==> src/hdl/polyline_to_bezier_controls_defines.svh <==
// Assertion helpers shared by the RTL.
`ifndef POLYLINE_TO_BEZIER_CONTROLS_DEFINES_SVH
`define POLYLINE_TO_BEZIER_CONTROLS_DEFINES_SVH

// Same-cycle implication, disabled during reset.
`define PBC_ASSERT_IMP(lbl, ck, rs, ante, cons) \
  lbl: assert property (@(posedge ck) disable iff (rs) (ante) |-> (cons)) \
    else $error("pbc check failed");

// Next-cycle implication, disabled during reset.
`define PBC_ASSERT_NXT(lbl, ck, rs, ante, cons) \
  lbl: assert property (@(posedge ck) disable iff (rs) (ante) |=> (cons)) \
    else $error("pbc check failed");

`endif

==> src/hdl/pbc_pkg.sv <==
package pbc_pkg;

  localparam int GAIN_BITS   = 16;
  localparam int GAIN_FRAC   = 12;
  localparam logic [GAIN_BITS-1:0] GAIN_RESET = 16'd1365;
  localparam int QUEUE_DEPTH = 4;

  typedef enum logic [1:0] {
    KIND_HANDLE   = 2'd0,
    KIND_IN_CTRL  = 2'd1,
    KIND_OUT_CTRL = 2'd2
  } kind_t;

  typedef enum logic [1:0] {
    CMD_FIRST,
    CMD_REJECT,
    CMD_SECOND,
    CMD_INTERIOR
  } cmd_t;

  typedef struct packed {
    cmd_t cmd;
    logic last;
    logic pe;
  } job_ctl_t;

  typedef enum logic [2:0] {
    PH_IN_PREV,
    PH_HANDLE_PREV,
    PH_OUT_PREV,
    PH_IN_LAST,
    PH_HANDLE_LAST,
    PH_SINGLE
  } phase_t;

  typedef enum logic [1:0] {
    OP_PASS,
    OP_ADD,
    OP_SUB
  } op_t;

endpackage

==> src/hdl/pbc_front.sv <==
`include "polyline_to_bezier_controls_defines.svh"

module pbc_front import pbc_pkg::*; #(
  parameter int COORD_BITS         = 20,
  parameter int SEGMENTS_PER_PIECE = 9
) (
  input  logic                         clk,
  input  logic                         rst,
  input  logic                         in_valid,
  output logic                         in_stall,
  input  logic signed [COORD_BITS-1:0] x,
  input  logic signed [COORD_BITS-1:0] y,
  input  logic                         last_point,
  input  logic                         full,
  output logic                         push,
  output job_ctl_t                     ctl,
  output logic signed [COORD_BITS-1:0] hold_x,
  output logic signed [COORD_BITS-1:0] hold_y,
  output logic signed [COORD_BITS:0]   dprev_x,
  output logic signed [COORD_BITS:0]   dprev_y,
  output logic signed [COORD_BITS:0]   dlast_x,
  output logic signed [COORD_BITS:0]   dlast_y
);

  localparam int SEG_BITS = $clog2(SEGMENTS_PER_PIECE + 1);

  logic signed [COORD_BITS-1:0] older_x, older_y, newer_x, newer_y;
  logic [1:0]                   points_seen;
  logic [SEG_BITS-1:0]          seg_count;
  logic [SEG_BITS-1:0]          seg_inc;
  logic                         seg_wrap;

  assign in_stall = full;
  assign push     = in_valid && !full;
  assign hold_x   = newer_x;
  assign hold_y   = newer_y;

  assign seg_inc  = seg_count + 1'b1;
  assign seg_wrap = seg_inc >= SEG_BITS'(SEGMENTS_PER_PIECE);

  assign dlast_x = {x[COORD_BITS-1], x} - {newer_x[COORD_BITS-1], newer_x};
  assign dlast_y = {y[COORD_BITS-1], y} - {newer_y[COORD_BITS-1], newer_y};

  always_comb begin
    ctl.last = last_point;
    ctl.pe   = 1'b0;
    dprev_x  = dlast_x;
    dprev_y  = dlast_y;
    case (points_seen)
      2'd0: begin
        ctl.cmd = last_point ? CMD_REJECT : CMD_FIRST;
      end
      2'd1: begin
        ctl.cmd = CMD_SECOND;
      end
      default: begin
        ctl.cmd = CMD_INTERIOR;
        ctl.pe  = seg_wrap;
        dprev_x = {x[COORD_BITS-1], x} - {older_x[COORD_BITS-1], older_x};
        dprev_y = {y[COORD_BITS-1], y} - {older_y[COORD_BITS-1], older_y};
      end
    endcase
  end

  always_ff @(posedge clk) begin
    if (rst) begin
      points_seen <= 2'd0;
      seg_count   <= '0;
      older_x     <= '0;
      older_y     <= '0;
      newer_x     <= '0;
      newer_y     <= '0;
    end else if (push) begin
      if (points_seen == 2'd0) begin
        seg_count <= '0;
        if (!last_point) begin
          newer_x     <= x;
          newer_y     <= y;
          points_seen <= 2'd1;
        end
      end else if (last_point) begin
        points_seen <= 2'd0;
        seg_count   <= '0;
        older_x     <= '0;
        older_y     <= '0;
        newer_x     <= '0;
        newer_y     <= '0;
      end else begin
        if (points_seen == 2'd2) begin
          seg_count <= seg_wrap ? '0 : seg_inc;
        end
        older_x     <= newer_x;
        older_y     <= newer_y;
        newer_x     <= x;
        newer_y     <= y;
        points_seen <= 2'd2;
      end
    end
  end

  `PBC_ASSERT_IMP(a_points_range, clk, rst, 1'b1, points_seen != 2'd3)
  `PBC_ASSERT_IMP(a_seg_range, clk, rst, 1'b1, seg_count < SEG_BITS'(SEGMENTS_PER_PIECE))
  `PBC_ASSERT_NXT(a_last_clears, clk, rst, push && last_point, points_seen == 2'd0 && seg_count == '0)

endmodule

==> src/hdl/pbc_fifo.sv <==
module pbc_fifo #(
  parameter int DATA_BITS = 170,
  parameter int DEPTH     = 4
) (
  input  logic                 clk,
  input  logic                 rst,
  input  logic                 push,
  input  logic [DATA_BITS-1:0] din,
  output logic                 full,
  input  logic                 pop,
  output logic [DATA_BITS-1:0] dout,
  output logic                 q_valid
);

  localparam int PTR_BITS = $clog2(DEPTH);
  localparam int CNT_BITS = $clog2(DEPTH + 1);

  logic [DATA_BITS-1:0] slots [DEPTH];
  logic [PTR_BITS-1:0]  wr_ptr, rd_ptr;
  logic [CNT_BITS-1:0]  count;

  assign full    = count == CNT_BITS'(DEPTH);
  assign q_valid = count != '0;
  assign dout    = slots[rd_ptr];

  always_ff @(posedge clk) begin
    if (push) begin
      slots[wr_ptr] <= din;
    end
  end

  always_ff @(posedge clk) begin
    if (rst) begin
      wr_ptr <= '0;
      rd_ptr <= '0;
      count  <= '0;
    end else begin
      if (push) begin
        wr_ptr <= (wr_ptr == PTR_BITS'(DEPTH - 1)) ? '0 : wr_ptr + 1'b1;
      end
      if (pop) begin
        rd_ptr <= (rd_ptr == PTR_BITS'(DEPTH - 1)) ? '0 : rd_ptr + 1'b1;
      end
      case ({push, pop})
        2'b10:   count <= count + 1'b1;
        2'b01:   count <= count - 1'b1;
        default: count <= count;
      endcase
    end
  end

endmodule

==> src/hdl/pbc_back.sv <==
`include "polyline_to_bezier_controls_defines.svh"

module pbc_back import pbc_pkg::*; #(
  parameter int COORD_BITS = 20
) (
  input  logic                         clk,
  input  logic                         rst,
  input  logic                         gain_valid,
  output logic                         gain_ready,
  input  logic [GAIN_BITS-1:0]         gain,
  input  logic                         q_valid,
  output logic                         pop,
  input  job_ctl_t                     ctl,
  input  logic signed [COORD_BITS-1:0] hold_x,
  input  logic signed [COORD_BITS-1:0] hold_y,
  input  logic signed [COORD_BITS-1:0] pt_x,
  input  logic signed [COORD_BITS-1:0] pt_y,
  input  logic signed [COORD_BITS:0]   dprev_x,
  input  logic signed [COORD_BITS:0]   dprev_y,
  input  logic signed [COORD_BITS:0]   dlast_x,
  input  logic signed [COORD_BITS:0]   dlast_y,
  output logic                         out_valid,
  input  logic                         out_stall,
  output logic signed [COORD_BITS-1:0] out_x,
  output logic signed [COORD_BITS-1:0] out_y,
  output logic [1:0]                   kind,
  output logic                         piece_end,
  output logic                         curve_last,
  output logic                         rejected
);

  localparam int PROD_BITS = COORD_BITS + 1 + GAIN_BITS;
  localparam int RND_BITS  = PROD_BITS - GAIN_FRAC + 1;
  localparam int SUM_BITS  = RND_BITS + 1;
  localparam int TOP_BITS  = SUM_BITS - COORD_BITS + 1;
  localparam logic [PROD_BITS:0] ROUND_HALF = (PROD_BITS + 1)'(1) << (GAIN_FRAC - 1);

  logic [GAIN_BITS-1:0] scale;

  // sequencer
  phase_t phase, phase_next, cur;
  logic   started, started_next;
  logic   adv, issue, final_step;

  // selection
  logic signed [COORD_BITS-1:0] sel_hx, sel_hy;
  logic signed [COORD_BITS:0]   sel_dx, sel_dy;
  logic [COORD_BITS:0]          mag_x, mag_y;
  op_t                          sel_op;
  kind_t                        sel_kind;
  logic                         sel_pe, sel_cl, sel_rej;

  // stage 1: product
  logic                         s1_valid;
  logic signed [COORD_BITS-1:0] s1_hx, s1_hy;
  logic [PROD_BITS-1:0]         s1_px, s1_py;
  logic                         s1_nx, s1_ny;
  op_t                          s1_op;
  kind_t                        s1_kind;
  logic                         s1_pe, s1_cl, s1_rej;

  // stage 2: rounded magnitude
  logic [PROD_BITS:0]           rsum_x, rsum_y;
  logic                         s2_valid;
  logic signed [COORD_BITS-1:0] s2_hx, s2_hy;
  logic [RND_BITS-1:0]          s2_rx, s2_ry;
  logic                         s2_subx, s2_suby, s2_pass;
  kind_t                        s2_kind;
  logic                         s2_pe, s2_cl, s2_rej;

  // stage 3: add and saturate
  logic signed [SUM_BITS-1:0]   sum_x, sum_y;
  logic [COORD_BITS-1:0]        sat_x, sat_y;
  kind_t                        res_kind;

  assign gain_ready = 1'b1;

  always_ff @(posedge clk) begin
    if (rst) begin
      scale <= GAIN_RESET;
    end else if (gain_valid) begin
      scale <= gain;
    end
  end

  assign adv   = !out_valid || !out_stall;
  assign issue = q_valid && adv;
  assign pop   = issue && final_step;

  always_comb begin
    if (started) begin
      cur = phase;
    end else begin
      case (ctl.cmd)
        CMD_SECOND:   cur = PH_OUT_PREV;
        CMD_INTERIOR: cur = PH_IN_PREV;
        default:      cur = PH_SINGLE;
      endcase
    end
    final_step = (cur == PH_SINGLE) || (cur == PH_HANDLE_LAST) ||
                 ((cur == PH_OUT_PREV) && !ctl.last);
    case (cur)
      PH_IN_PREV:     phase_next = PH_HANDLE_PREV;
      PH_HANDLE_PREV: phase_next = PH_OUT_PREV;
      PH_OUT_PREV:    phase_next = PH_IN_LAST;
      PH_IN_LAST:     phase_next = PH_HANDLE_LAST;
      default:        phase_next = PH_SINGLE;
    endcase
    started_next = started;
    if (issue) begin
      started_next = !final_step;
    end
  end

  always_ff @(posedge clk) begin
    if (rst) begin
      started <= 1'b0;
      phase   <= PH_SINGLE;
    end else begin
      started <= started_next;
      if (issue) begin
        phase <= phase_next;
      end
    end
  end

  always_comb begin
    sel_hx   = hold_x;
    sel_hy   = hold_y;
    sel_dx   = dprev_x;
    sel_dy   = dprev_y;
    sel_op   = OP_PASS;
    sel_kind = KIND_HANDLE;
    sel_pe   = 1'b0;
    sel_cl   = 1'b0;
    sel_rej  = 1'b0;
    case (cur)
      PH_IN_PREV: begin
        sel_op   = OP_SUB;
        sel_kind = KIND_IN_CTRL;
      end
      PH_HANDLE_PREV: begin
        sel_pe = ctl.pe;
      end
      PH_OUT_PREV: begin
        sel_op   = OP_ADD;
        sel_kind = KIND_OUT_CTRL;
      end
      PH_IN_LAST: begin
        sel_hx   = pt_x;
        sel_hy   = pt_y;
        sel_dx   = dlast_x;
        sel_dy   = dlast_y;
        sel_op   = OP_SUB;
        sel_kind = KIND_IN_CTRL;
      end
      PH_HANDLE_LAST: begin
        sel_hx = pt_x;
        sel_hy = pt_y;
        sel_cl = 1'b1;
      end
      default: begin
        sel_rej = ctl.cmd == CMD_REJECT;
        sel_cl  = ctl.cmd == CMD_REJECT;
        sel_hx  = (ctl.cmd == CMD_REJECT) ? '0 : pt_x;
        sel_hy  = (ctl.cmd == CMD_REJECT) ? '0 : pt_y;
        sel_dx  = '0;
        sel_dy  = '0;
      end
    endcase
    mag_x = sel_dx[COORD_BITS] ? (~sel_dx + {{COORD_BITS{1'b0}}, 1'b1}) : sel_dx;
    mag_y = sel_dy[COORD_BITS] ? (~sel_dy + {{COORD_BITS{1'b0}}, 1'b1}) : sel_dy;
  end

  always_ff @(posedge clk) begin
    if (rst) begin
      s1_valid <= 1'b0;
    end else if (adv) begin
      s1_valid <= issue;
    end
  end

  always_ff @(posedge clk) begin
    if (adv) begin
      s1_hx   <= sel_hx;
      s1_hy   <= sel_hy;
      s1_px   <= PROD_BITS'(mag_x) * PROD_BITS'(scale);
      s1_py   <= PROD_BITS'(mag_y) * PROD_BITS'(scale);
      s1_nx   <= sel_dx[COORD_BITS];
      s1_ny   <= sel_dy[COORD_BITS];
      s1_op   <= sel_op;
      s1_kind <= sel_kind;
      s1_pe   <= sel_pe;
      s1_cl   <= sel_cl;
      s1_rej  <= sel_rej;
    end
  end

  assign rsum_x = {1'b0, s1_px} + ROUND_HALF;
  assign rsum_y = {1'b0, s1_py} + ROUND_HALF;

  always_ff @(posedge clk) begin
    if (rst) begin
      s2_valid <= 1'b0;
    end else if (adv) begin
      s2_valid <= s1_valid;
    end
  end

  always_ff @(posedge clk) begin
    if (adv) begin
      s2_hx   <= s1_hx;
      s2_hy   <= s1_hy;
      s2_rx   <= rsum_x[PROD_BITS:GAIN_FRAC];
      s2_ry   <= rsum_y[PROD_BITS:GAIN_FRAC];
      s2_subx <= (s1_op == OP_SUB) ^ s1_nx;
      s2_suby <= (s1_op == OP_SUB) ^ s1_ny;
      s2_pass <= s1_op == OP_PASS;
      s2_kind <= s1_kind;
      s2_pe   <= s1_pe;
      s2_cl   <= s1_cl;
      s2_rej  <= s1_rej;
    end
  end

  always_comb begin
    logic signed [SUM_BITS-1:0] hx_w, hy_w, mx_w, my_w;
    logic [TOP_BITS-1:0]        top_x, top_y;
    hx_w = {{(SUM_BITS - COORD_BITS){s2_hx[COORD_BITS-1]}}, s2_hx};
    hy_w = {{(SUM_BITS - COORD_BITS){s2_hy[COORD_BITS-1]}}, s2_hy};
    mx_w = s2_pass ? '0 : {1'b0, s2_rx};
    my_w = s2_pass ? '0 : {1'b0, s2_ry};
    sum_x = s2_subx ? (hx_w - mx_w) : (hx_w + mx_w);
    sum_y = s2_suby ? (hy_w - my_w) : (hy_w + my_w);
    top_x = sum_x[SUM_BITS-1:COORD_BITS-1];
    top_y = sum_y[SUM_BITS-1:COORD_BITS-1];
    if ((&top_x) || !(|top_x)) begin
      sat_x = sum_x[COORD_BITS-1:0];
    end else begin
      sat_x = sum_x[SUM_BITS-1] ? {1'b1, {(COORD_BITS-1){1'b0}}}
                                : {1'b0, {(COORD_BITS-1){1'b1}}};
    end
    if ((&top_y) || !(|top_y)) begin
      sat_y = sum_y[COORD_BITS-1:0];
    end else begin
      sat_y = sum_y[SUM_BITS-1] ? {1'b1, {(COORD_BITS-1){1'b0}}}
                                : {1'b0, {(COORD_BITS-1){1'b1}}};
    end
  end

  always_ff @(posedge clk) begin
    if (rst) begin
      out_valid <= 1'b0;
    end else if (adv) begin
      out_valid <= s2_valid;
    end
  end

  always_ff @(posedge clk) begin
    if (adv) begin
      out_x      <= sat_x;
      out_y      <= sat_y;
      res_kind   <= s2_kind;
      piece_end  <= s2_pe;
      curve_last <= s2_cl;
      rejected   <= s2_rej;
    end
  end

  assign kind = res_kind;

  `PBC_ASSERT_IMP(a_reject_shape, clk, rst, out_valid && rejected, curve_last && res_kind == KIND_HANDLE)
  `PBC_ASSERT_IMP(a_junction_handle, clk, rst, out_valid && piece_end, res_kind == KIND_HANDLE && !curve_last)
  `PBC_ASSERT_IMP(a_started_has_head, clk, rst, started, q_valid)

endmodule

==> src/hdl/polyline_to_bezier_controls.sv <==
// Polyline to cubic Bezier control stream.
// Input channel (in_valid / in_stall): one polyline point per word, x and y
// signed with 4 fraction bits, last_point set on the final point.
// Output channel (out_valid / out_stall): one Bezier point per word, tagged
// with kind (handle, incoming or outgoing control point), piece_end,
// curve_last and rejected. A one-point polyline yields one rejected word.
// Gain port (gain_valid / gain_ready): 1/(3*tension), 12 fraction bits,
// always ready; write it only while the block is idle.
// A front end keeps the two-point window and queues one job per point
// (4-entry queue); the back end issues one output word per cycle, unless
// out_stall holds it, through a multiply, round and add/saturate pipeline.
// A point's first word passes the product, rounded-magnitude and output registers.
// An interior point yields three output words and a final point up to five;
// the back end's single word per cycle sets the pace.
// Reset: gain returns to 1365, the window and queue empty, outputs invalid.
// A stalled output holds its word and freezes the back end; the front keeps
// taking points until the queue fills, then raises in_stall.
module polyline_to_bezier_controls import pbc_pkg::*; #(
  parameter int SEGMENTS_PER_PIECE = 9,
  parameter int COORD_BITS         = 20
) (
  input  logic                         clk,
  input  logic                         rst,
  input  logic                         in_valid,
  output logic                         in_stall,
  input  logic signed [COORD_BITS-1:0] x,
  input  logic signed [COORD_BITS-1:0] y,
  input  logic                         last_point,
  output logic                         out_valid,
  input  logic                         out_stall,
  output logic signed [COORD_BITS-1:0] out_x,
  output logic signed [COORD_BITS-1:0] out_y,
  output logic [1:0]                   kind,
  output logic                         piece_end,
  output logic                         curve_last,
  output logic                         rejected,
  input  logic                         gain_valid,
  output logic                         gain_ready,
  input  logic [GAIN_BITS-1:0]         gain
);

  localparam int JOB_BITS = 4 * COORD_BITS + 4 * (COORD_BITS + 1) + $bits(job_ctl_t);

  job_ctl_t                     f_ctl, b_ctl;
  logic                         push, full, pop, q_valid;
  logic signed [COORD_BITS-1:0] f_hold_x, f_hold_y, b_hold_x, b_hold_y;
  logic signed [COORD_BITS-1:0] b_pt_x, b_pt_y;
  logic signed [COORD_BITS:0]   f_dprev_x, f_dprev_y, f_dlast_x, f_dlast_y;
  logic signed [COORD_BITS:0]   b_dprev_x, b_dprev_y, b_dlast_x, b_dlast_y;
  logic [JOB_BITS-1:0]          q_din, q_dout;

  pbc_front #(
    .COORD_BITS         (COORD_BITS),
    .SEGMENTS_PER_PIECE (SEGMENTS_PER_PIECE)
  ) u_front (
    .clk        (clk),
    .rst        (rst),
    .in_valid   (in_valid),
    .in_stall   (in_stall),
    .x          (x),
    .y          (y),
    .last_point (last_point),
    .full       (full),
    .push       (push),
    .ctl        (f_ctl),
    .hold_x     (f_hold_x),
    .hold_y     (f_hold_y),
    .dprev_x    (f_dprev_x),
    .dprev_y    (f_dprev_y),
    .dlast_x    (f_dlast_x),
    .dlast_y    (f_dlast_y)
  );

  assign q_din = {f_ctl, f_hold_x, f_hold_y, x, y,
                  f_dprev_x, f_dprev_y, f_dlast_x, f_dlast_y};

  pbc_fifo #(
    .DATA_BITS (JOB_BITS),
    .DEPTH     (QUEUE_DEPTH)
  ) u_queue (
    .clk     (clk),
    .rst     (rst),
    .push    (push),
    .din     (q_din),
    .full    (full),
    .pop     (pop),
    .dout    (q_dout),
    .q_valid (q_valid)
  );

  assign {b_ctl, b_hold_x, b_hold_y, b_pt_x, b_pt_y,
          b_dprev_x, b_dprev_y, b_dlast_x, b_dlast_y} = q_dout;

  pbc_back #(
    .COORD_BITS (COORD_BITS)
  ) u_back (
    .clk        (clk),
    .rst        (rst),
    .gain_valid (gain_valid),
    .gain_ready (gain_ready),
    .gain       (gain),
    .q_valid    (q_valid),
    .pop        (pop),
    .ctl        (b_ctl),
    .hold_x     (b_hold_x),
    .hold_y     (b_hold_y),
    .pt_x       (b_pt_x),
    .pt_y       (b_pt_y),
    .dprev_x    (b_dprev_x),
    .dprev_y    (b_dprev_y),
    .dlast_x    (b_dlast_x),
    .dlast_y    (b_dlast_y),
    .out_valid  (out_valid),
    .out_stall  (out_stall),
    .out_x      (out_x),
    .out_y      (out_y),
    .kind       (kind),
    .piece_end  (piece_end),
    .curve_last (curve_last),
    .rejected   (rejected)
  );

endmodule
==> config.mk <==
export PLATFORM = sky130hd
export DESIGN_NAME = polyline_to_bezier_controls
export DESIGN_NICKNAME = d
export VERILOG_FILES = /design/src/hdl/pbc_pkg.sv /design/src/hdl/pbc_front.sv /design/src/hdl/pbc_fifo.sv /design/src/hdl/pbc_back.sv /design/src/hdl/polyline_to_bezier_controls.sv
export VERILOG_INCLUDE_DIRS = /design/src /design/src/hdl
export SDC_FILE = /design/constraint.sdc
export NUM_CORES = 2
export LEC_CHECK = 0
export ABC_AREA = 1
export BUFFER_PORTS_ARGS = -buffer_cell sky130_fd_sc_hd__buf_4
export CAP_MARGIN = 10
export CORE_MARGIN = 2
export CORE_UTILIZATION = 65
export CTS_BUF_LIST = sky130_fd_sc_hd__clkbuf_2
export CTS_CLUSTER_SIZE = 24
export DETAILED_ROUTE_END_ITERATION = 10
export GPL_TIMING_DRIVEN = 0
export PLACE_DENSITY_LB_ADDON = 0.3
export SLEW_MARGIN = 10
export SYNTH_ARGS = -nofsm -noshare
export SYNTH_HDL_FRONTEND = slang
export SYNTH_SLANG_ARGS = --single-unit
==> constraint.sdc <==
create_clock -name clk -period 30.4 [get_ports clk]
set_input_delay 9.12 -clock clk [delete_from_list [all_inputs] [get_ports clk]]
set_output_delay 9.12 -clock clk [all_outputs]
set_load 0.02 [all_outputs]
==> flow_summary.html <==
<table>
<tr><th>Metric</th><th>Value</th></tr>
<tr><th colspan="2">Routing</th></tr>
<tr><td>Via count</td><td>55024</td></tr>
<tr><td>Routed len/inst</td><td>roughly 23 um</td></tr>
<tr><td>Routed wire length</td><td>between 200000 and 250000 um</td></tr>
<tr><td>Detailed router's first-iteration violation count</td><td>between 6000 and 7000</td></tr>
<tr><td>Remaining antenna violation count</td><td>0</td></tr>
<tr><td>Via/cell ratio</td><td>6.02</td></tr>
<tr><td>First-pass DRT Iterations</td><td>8</td></tr>
<tr><td>Remaining DRCs</td><td>0</td></tr>
<tr><th colspan="2">STA</th></tr>
<tr><td>Maximum clock frequency</td><td>83.5 MHz</td></tr>
<tr><td>Skew final</td><td>a little over 200 ps</td></tr>
<tr><td>Transition time of the tightest slew-check pin</td><td>~1400 ps</td></tr>
<tr><td>Final Setup Violations</td><td>0</td></tr>
<tr><td>Max-slew violation count</td><td>0</td></tr>
<tr><td>Shortest period the worst path allows</td><td>approximately 12000 ps</td></tr>
<tr><td>RSZ-0062 raised after global routing</td><td>false</td></tr>
<tr><td>Post-route fraction of the period consumed by the critical path</td><td>0.394</td></tr>
<tr><td>Relative slew slack</td><td>0.0791</td></tr>
<tr><td>Setup TNS Final</td><td>0 ps</td></tr>
<tr><td>Number of hold-slack violations in the final timing report</td><td>0</td></tr>
<tr><th colspan="2">Global route</th></tr>
<tr><td>Maximum number of pins on one net before global-route repair</td><td>71</td></tr>
<tr><td>Initial antenna violation count</td><td>10</td></tr>
<tr><td>GRT Util Overall</td><td>0.388</td></tr>
<tr><td>Number of global-route vias before repair</td><td>53956</td></tr>
<tr><td>Global-route wire length before repair</td><td>~310000 um</td></tr>
<tr><td>GR Overflow Total</td><td>0</td></tr>
<tr><th colspan="2">Final layout</th></tr>
<tr><td>Number of fill cells in the layout</td><td>between 8000 and 9000</td></tr>
<tr><td>Most frequent standard cell in the layout excluding fill and tap cells</td><td>sky130_fd_sc_hd__nand2_1</td></tr>
<tr><td>Area growth from synthesis to final layout</td><td>8.45%</td></tr>
<tr><td>Net count of the finished layout</td><td>8488</td></tr>
<tr><td>Proportion of layout cells with a drive suffix above 1</td><td>0.0986</td></tr>
<tr><td>Commonest cells after routing, fill and taps aside</td><td>sky130_fd_sc_hd__nand2_1, sky130_fd_sc_hd__inv_1, sky130_fd_sc_hd__edfxtp_1, sky130_fd_sc_hd__nor2_1, sky130_fd_sc_hd__fa_1</td></tr>
<tr><th colspan="2">Placed design</th></tr>
<tr><td>Number of buffers added on ports</td><td>between 100 and 150</td></tr>
<tr><td>HPWL Detailed</td><td>approximately 160000 um</td></tr>
<tr><td>Gp weighted congestion</td><td>~1.1</td></tr>
<tr><th colspan="2">Setup path</th></tr>
<tr><td>Max stage delay cell, worst path</td><td>sky130_fd_sc_hd__nor3_1</td></tr>
<tr><td>WP data arrival</td><td>between 2000 and 3000 ps</td></tr>
<tr><td>CP cell instances</td><td>nor3_1, buf_4</td></tr>
<tr><td>Required arrival time at the worst endpoint</td><td>21280 ps</td></tr>
<tr><td>Crit Path Category</td><td>register to output port</td></tr>
<tr><td>Maximum single-stage delay on the critical path</td><td>~650 ps</td></tr>
<tr><td>Critical path fanouts, max</td><td>4</td></tr>
<tr><td>Worst reg-to-reg setup slack</td><td>around 20000 ps</td></tr>
<tr><td>Critical Path End Type</td><td>output port</td></tr>
<tr><td>Type of origin of the critical path</td><td>register</td></tr>
<tr><th colspan="2">Floorplan</th></tr>
<tr><td>Site Rows</td><td>119</td></tr>
<tr><td>Total I/O pin count</td><td>110</td></tr>
<tr><td>Die X</td><td>around 330 um</td></tr>
<tr><td>Core Box Area</td><td>106000 um^2</td></tr>
<tr><td>Height of the die</td><td>between 300 and 400 um</td></tr>
<tr><td>DIE AREA</td><td>110000 um^2</td></tr>
<tr><td>Initial Util</td><td>0.657</td></tr>
<tr><th colspan="2">Synthesis</th></tr>
<tr><td>Gate count after technology mapping</td><td>around 7200</td></tr>
<tr><td>Post-synth EDFFs</td><td>~900</td></tr>
<tr><td>Post-synthesis sequential area ratio</td><td>0.430</td></tr>
<tr><td>Yosys Warn Count</td><td>0</td></tr>
<tr><td>Distinct cells, synth</td><td>between 70 and 80</td></tr>
<tr><td>Synthesized Nets</td><td>between 8000 and 9000</td></tr>
<tr><td>Async set or reset register ratio after synthesis</td><td>0</td></tr>
<tr><td>Register bit count reported by yosys</td><td>around 1000</td></tr>
<tr><td>Mapped Area</td><td>between 60000 and 70000 um^2</td></tr>
<tr><td>Mean area per synthesized cell</td><td>9.72 um^2</td></tr>
<tr><td>Post-synth top flop</td><td>sky130_fd_sc_hd__edfxtp_1</td></tr>
<tr><th colspan="2">Min path</th></tr>
<tr><td>Kind of path behind the tightest hold check</td><td>register to register</td></tr>
<tr><th colspan="2">CTS</th></tr>
<tr><td>Number of clock sinks</td><td>1034</td></tr>
<tr><td>TritonCTS clock tree</td><td>yes</td></tr>
<tr><td>Number of buffers inserted to repair setup after CTS</td><td>0</td></tr>
<tr><td>Number of buffers between clock root and the deepest sink</td><td>3</td></tr>
<tr><td>CTS Hold Buffers Added</td><td>0</td></tr>
<tr><td>Skew-Pair Late Insertion Delay</td><td>1670 ps</td></tr>
<tr><td>Post-cts gate resize count</td><td>0</td></tr>
<tr><td>Number of clock buffers inserted by TritonCTS</td><td>241</td></tr>
<tr><td>CTS root buf</td><td>sky130_fd_sc_hd__clkbuf_2</td></tr>
<tr><td>Clock transition at path regs</td><td>roughly 110 ps</td></tr>
<tr><td>H-tree lvl count</td><td>4</td></tr>
<tr><th colspan="2">Flow run</th></tr>
<tr><td>Max Cap Viol</td><td>0</td></tr>
<tr><th colspan="2">Run status</th></tr>
<tr><td>Run status</td><td>finished, final reports clean</td></tr>
</table>
[per-layer routing]
metal	GRT usage	wire length [um]	vias to the layer above
met1	0.474	73700	26411
met3	0.0868	22600	802
met2	0.610	97400	3307
li1	-	-	24494
met4	0.282	17300	10
met5	0	65	-
[worst max-delay path: cells and delay by family, from the launching register on]
| kind | cells | cell delay [ps] |
|---|---|---|
| DFF | 1 | 360 |
| and+or+nand+nor | 1 | 650 |
| buffers and inverters | 1 | 270 |
[registers in the layout, summed over array words and instances, names as in the netlist, 26 cells and up, named ones only]
register,flops
u_back.s1_py,26
u_back.s2_rx,26
u_queue.slots,672
u_back.s1_px,26
u_back.s2_ry,26
[cells in the mapped netlist (33+ instances only)]
library cell | number | area share
sky130_fd_sc_hd__xor2_1 | 159 | 0.020
sky130_fd_sc_hd__inv_2 | 33 | 0.0018
sky130_fd_sc_hd__buf_2 | 33 | 0.0024
sky130_fd_sc_hd__nand2_1 | 1290 | 0.070
sky130_fd_sc_hd__a32o_1 | 39 | 0.0056
sky130_fd_sc_hd__o22ai_1 | 155 | 0.014
sky130_fd_sc_hd__o21ai_0 | 523 | 0.038
sky130_fd_sc_hd__a31oi_1 | 33 | 0.0030
sky130_fd_sc_hd__nand3_1 | 157 | 0.011
sky130_fd_sc_hd__nor2_1 | 786 | 0.042
sky130_fd_sc_hd__inv_1 | 1004 | 0.054
sky130_fd_sc_hd__edfxtp_1 | 916 | 0.40
sky130_fd_sc_hd__a21oi_1 | 310 | 0.022
sky130_fd_sc_hd__ha_1 | 359 | 0.065
sky130_fd_sc_hd__clkbuf_1 | 179 | 0.0097
sky130_fd_sc_hd__xnor2_1 | 103 | 0.013
sky130_fd_sc_hd__fa_1 | 533 | 0.15
sky130_fd_sc_hd__dfxtp_1 | 118 | 0.034
sky130_fd_sc_hd__nand2_2 | 53 | 0.0048
sky130_fd_sc_hd__nor3_1 | 37 | 0.0027
[final timing paths]
check,start,to,depth (start not counted)
max reg2reg,register,u_back.s1_px[29],34
max,u_queue.count[0],in_stall,2
min,u_back.s1_hx[8],u_back.s2_hx[8],0
min reg2reg,u_back.s1_hx[8],u_back.s2_hx[8],0
[area by class of cell]
class,count,area (um^2),share of cell area
sequential,1034,29900,0.396
buffer,260,1190,0.0157
clock inverter,99,696,0.00923
antenna,4,10.0,0.000133
tap,1391,1740,0.0231
multi-input combinational,4809,34600,0.458
inverter,1047,3940,0.0522
clock buffer,351,1760,0.0233
timing repair buffer,141,1630,0.0216
[logic make-up (layout without fill, tap and decap cells)]
| kind of cell | after synthesis | after routing | synth area share |
|---|---|---|---|
| adders and majority gates | 892 | 892 | 0.218 |
| and+or+nand+nor | 2460 | 2460 | 0.147 |
| other | 1 | 5 | 0.0000540 |
| xor gates and xnor gates | 262 | 262 | 0.0330 |
| DFF | 1034 | 1034 | 0.430 |
| buffers and inverters | 1307 | 1898 | 0.0737 |
| AOI/OAI and AO/OA | 1194 | 1194 | 0.0984 |
[metrics by stage]
| step | hold WS, ps | instances | utilization | setup slack [ps] | cell area [um^2] |
|---|---|---|---|---|---|
| floorplan | 400 | 7150 | - | 13160 | 69500 |
| global placement | 401 | 8648 | 0.682 | 7710 | 72000 |
| detailed placement | 405 | 8682 | 0.690 | 17380 | 72900 |
| CTS | 392 | 9132 | 0.713 | 18220 | 75400 |
| global route | 404 | 9135 | 0.713 | 18370 | 75400 |
| finish | 389 | 9136 | 0.713 | 18430 | 75400 |
Power is left out: the tool's default activity adds up to more than one toggle a clock period on the data nets, which glitch-free logic cannot reach.
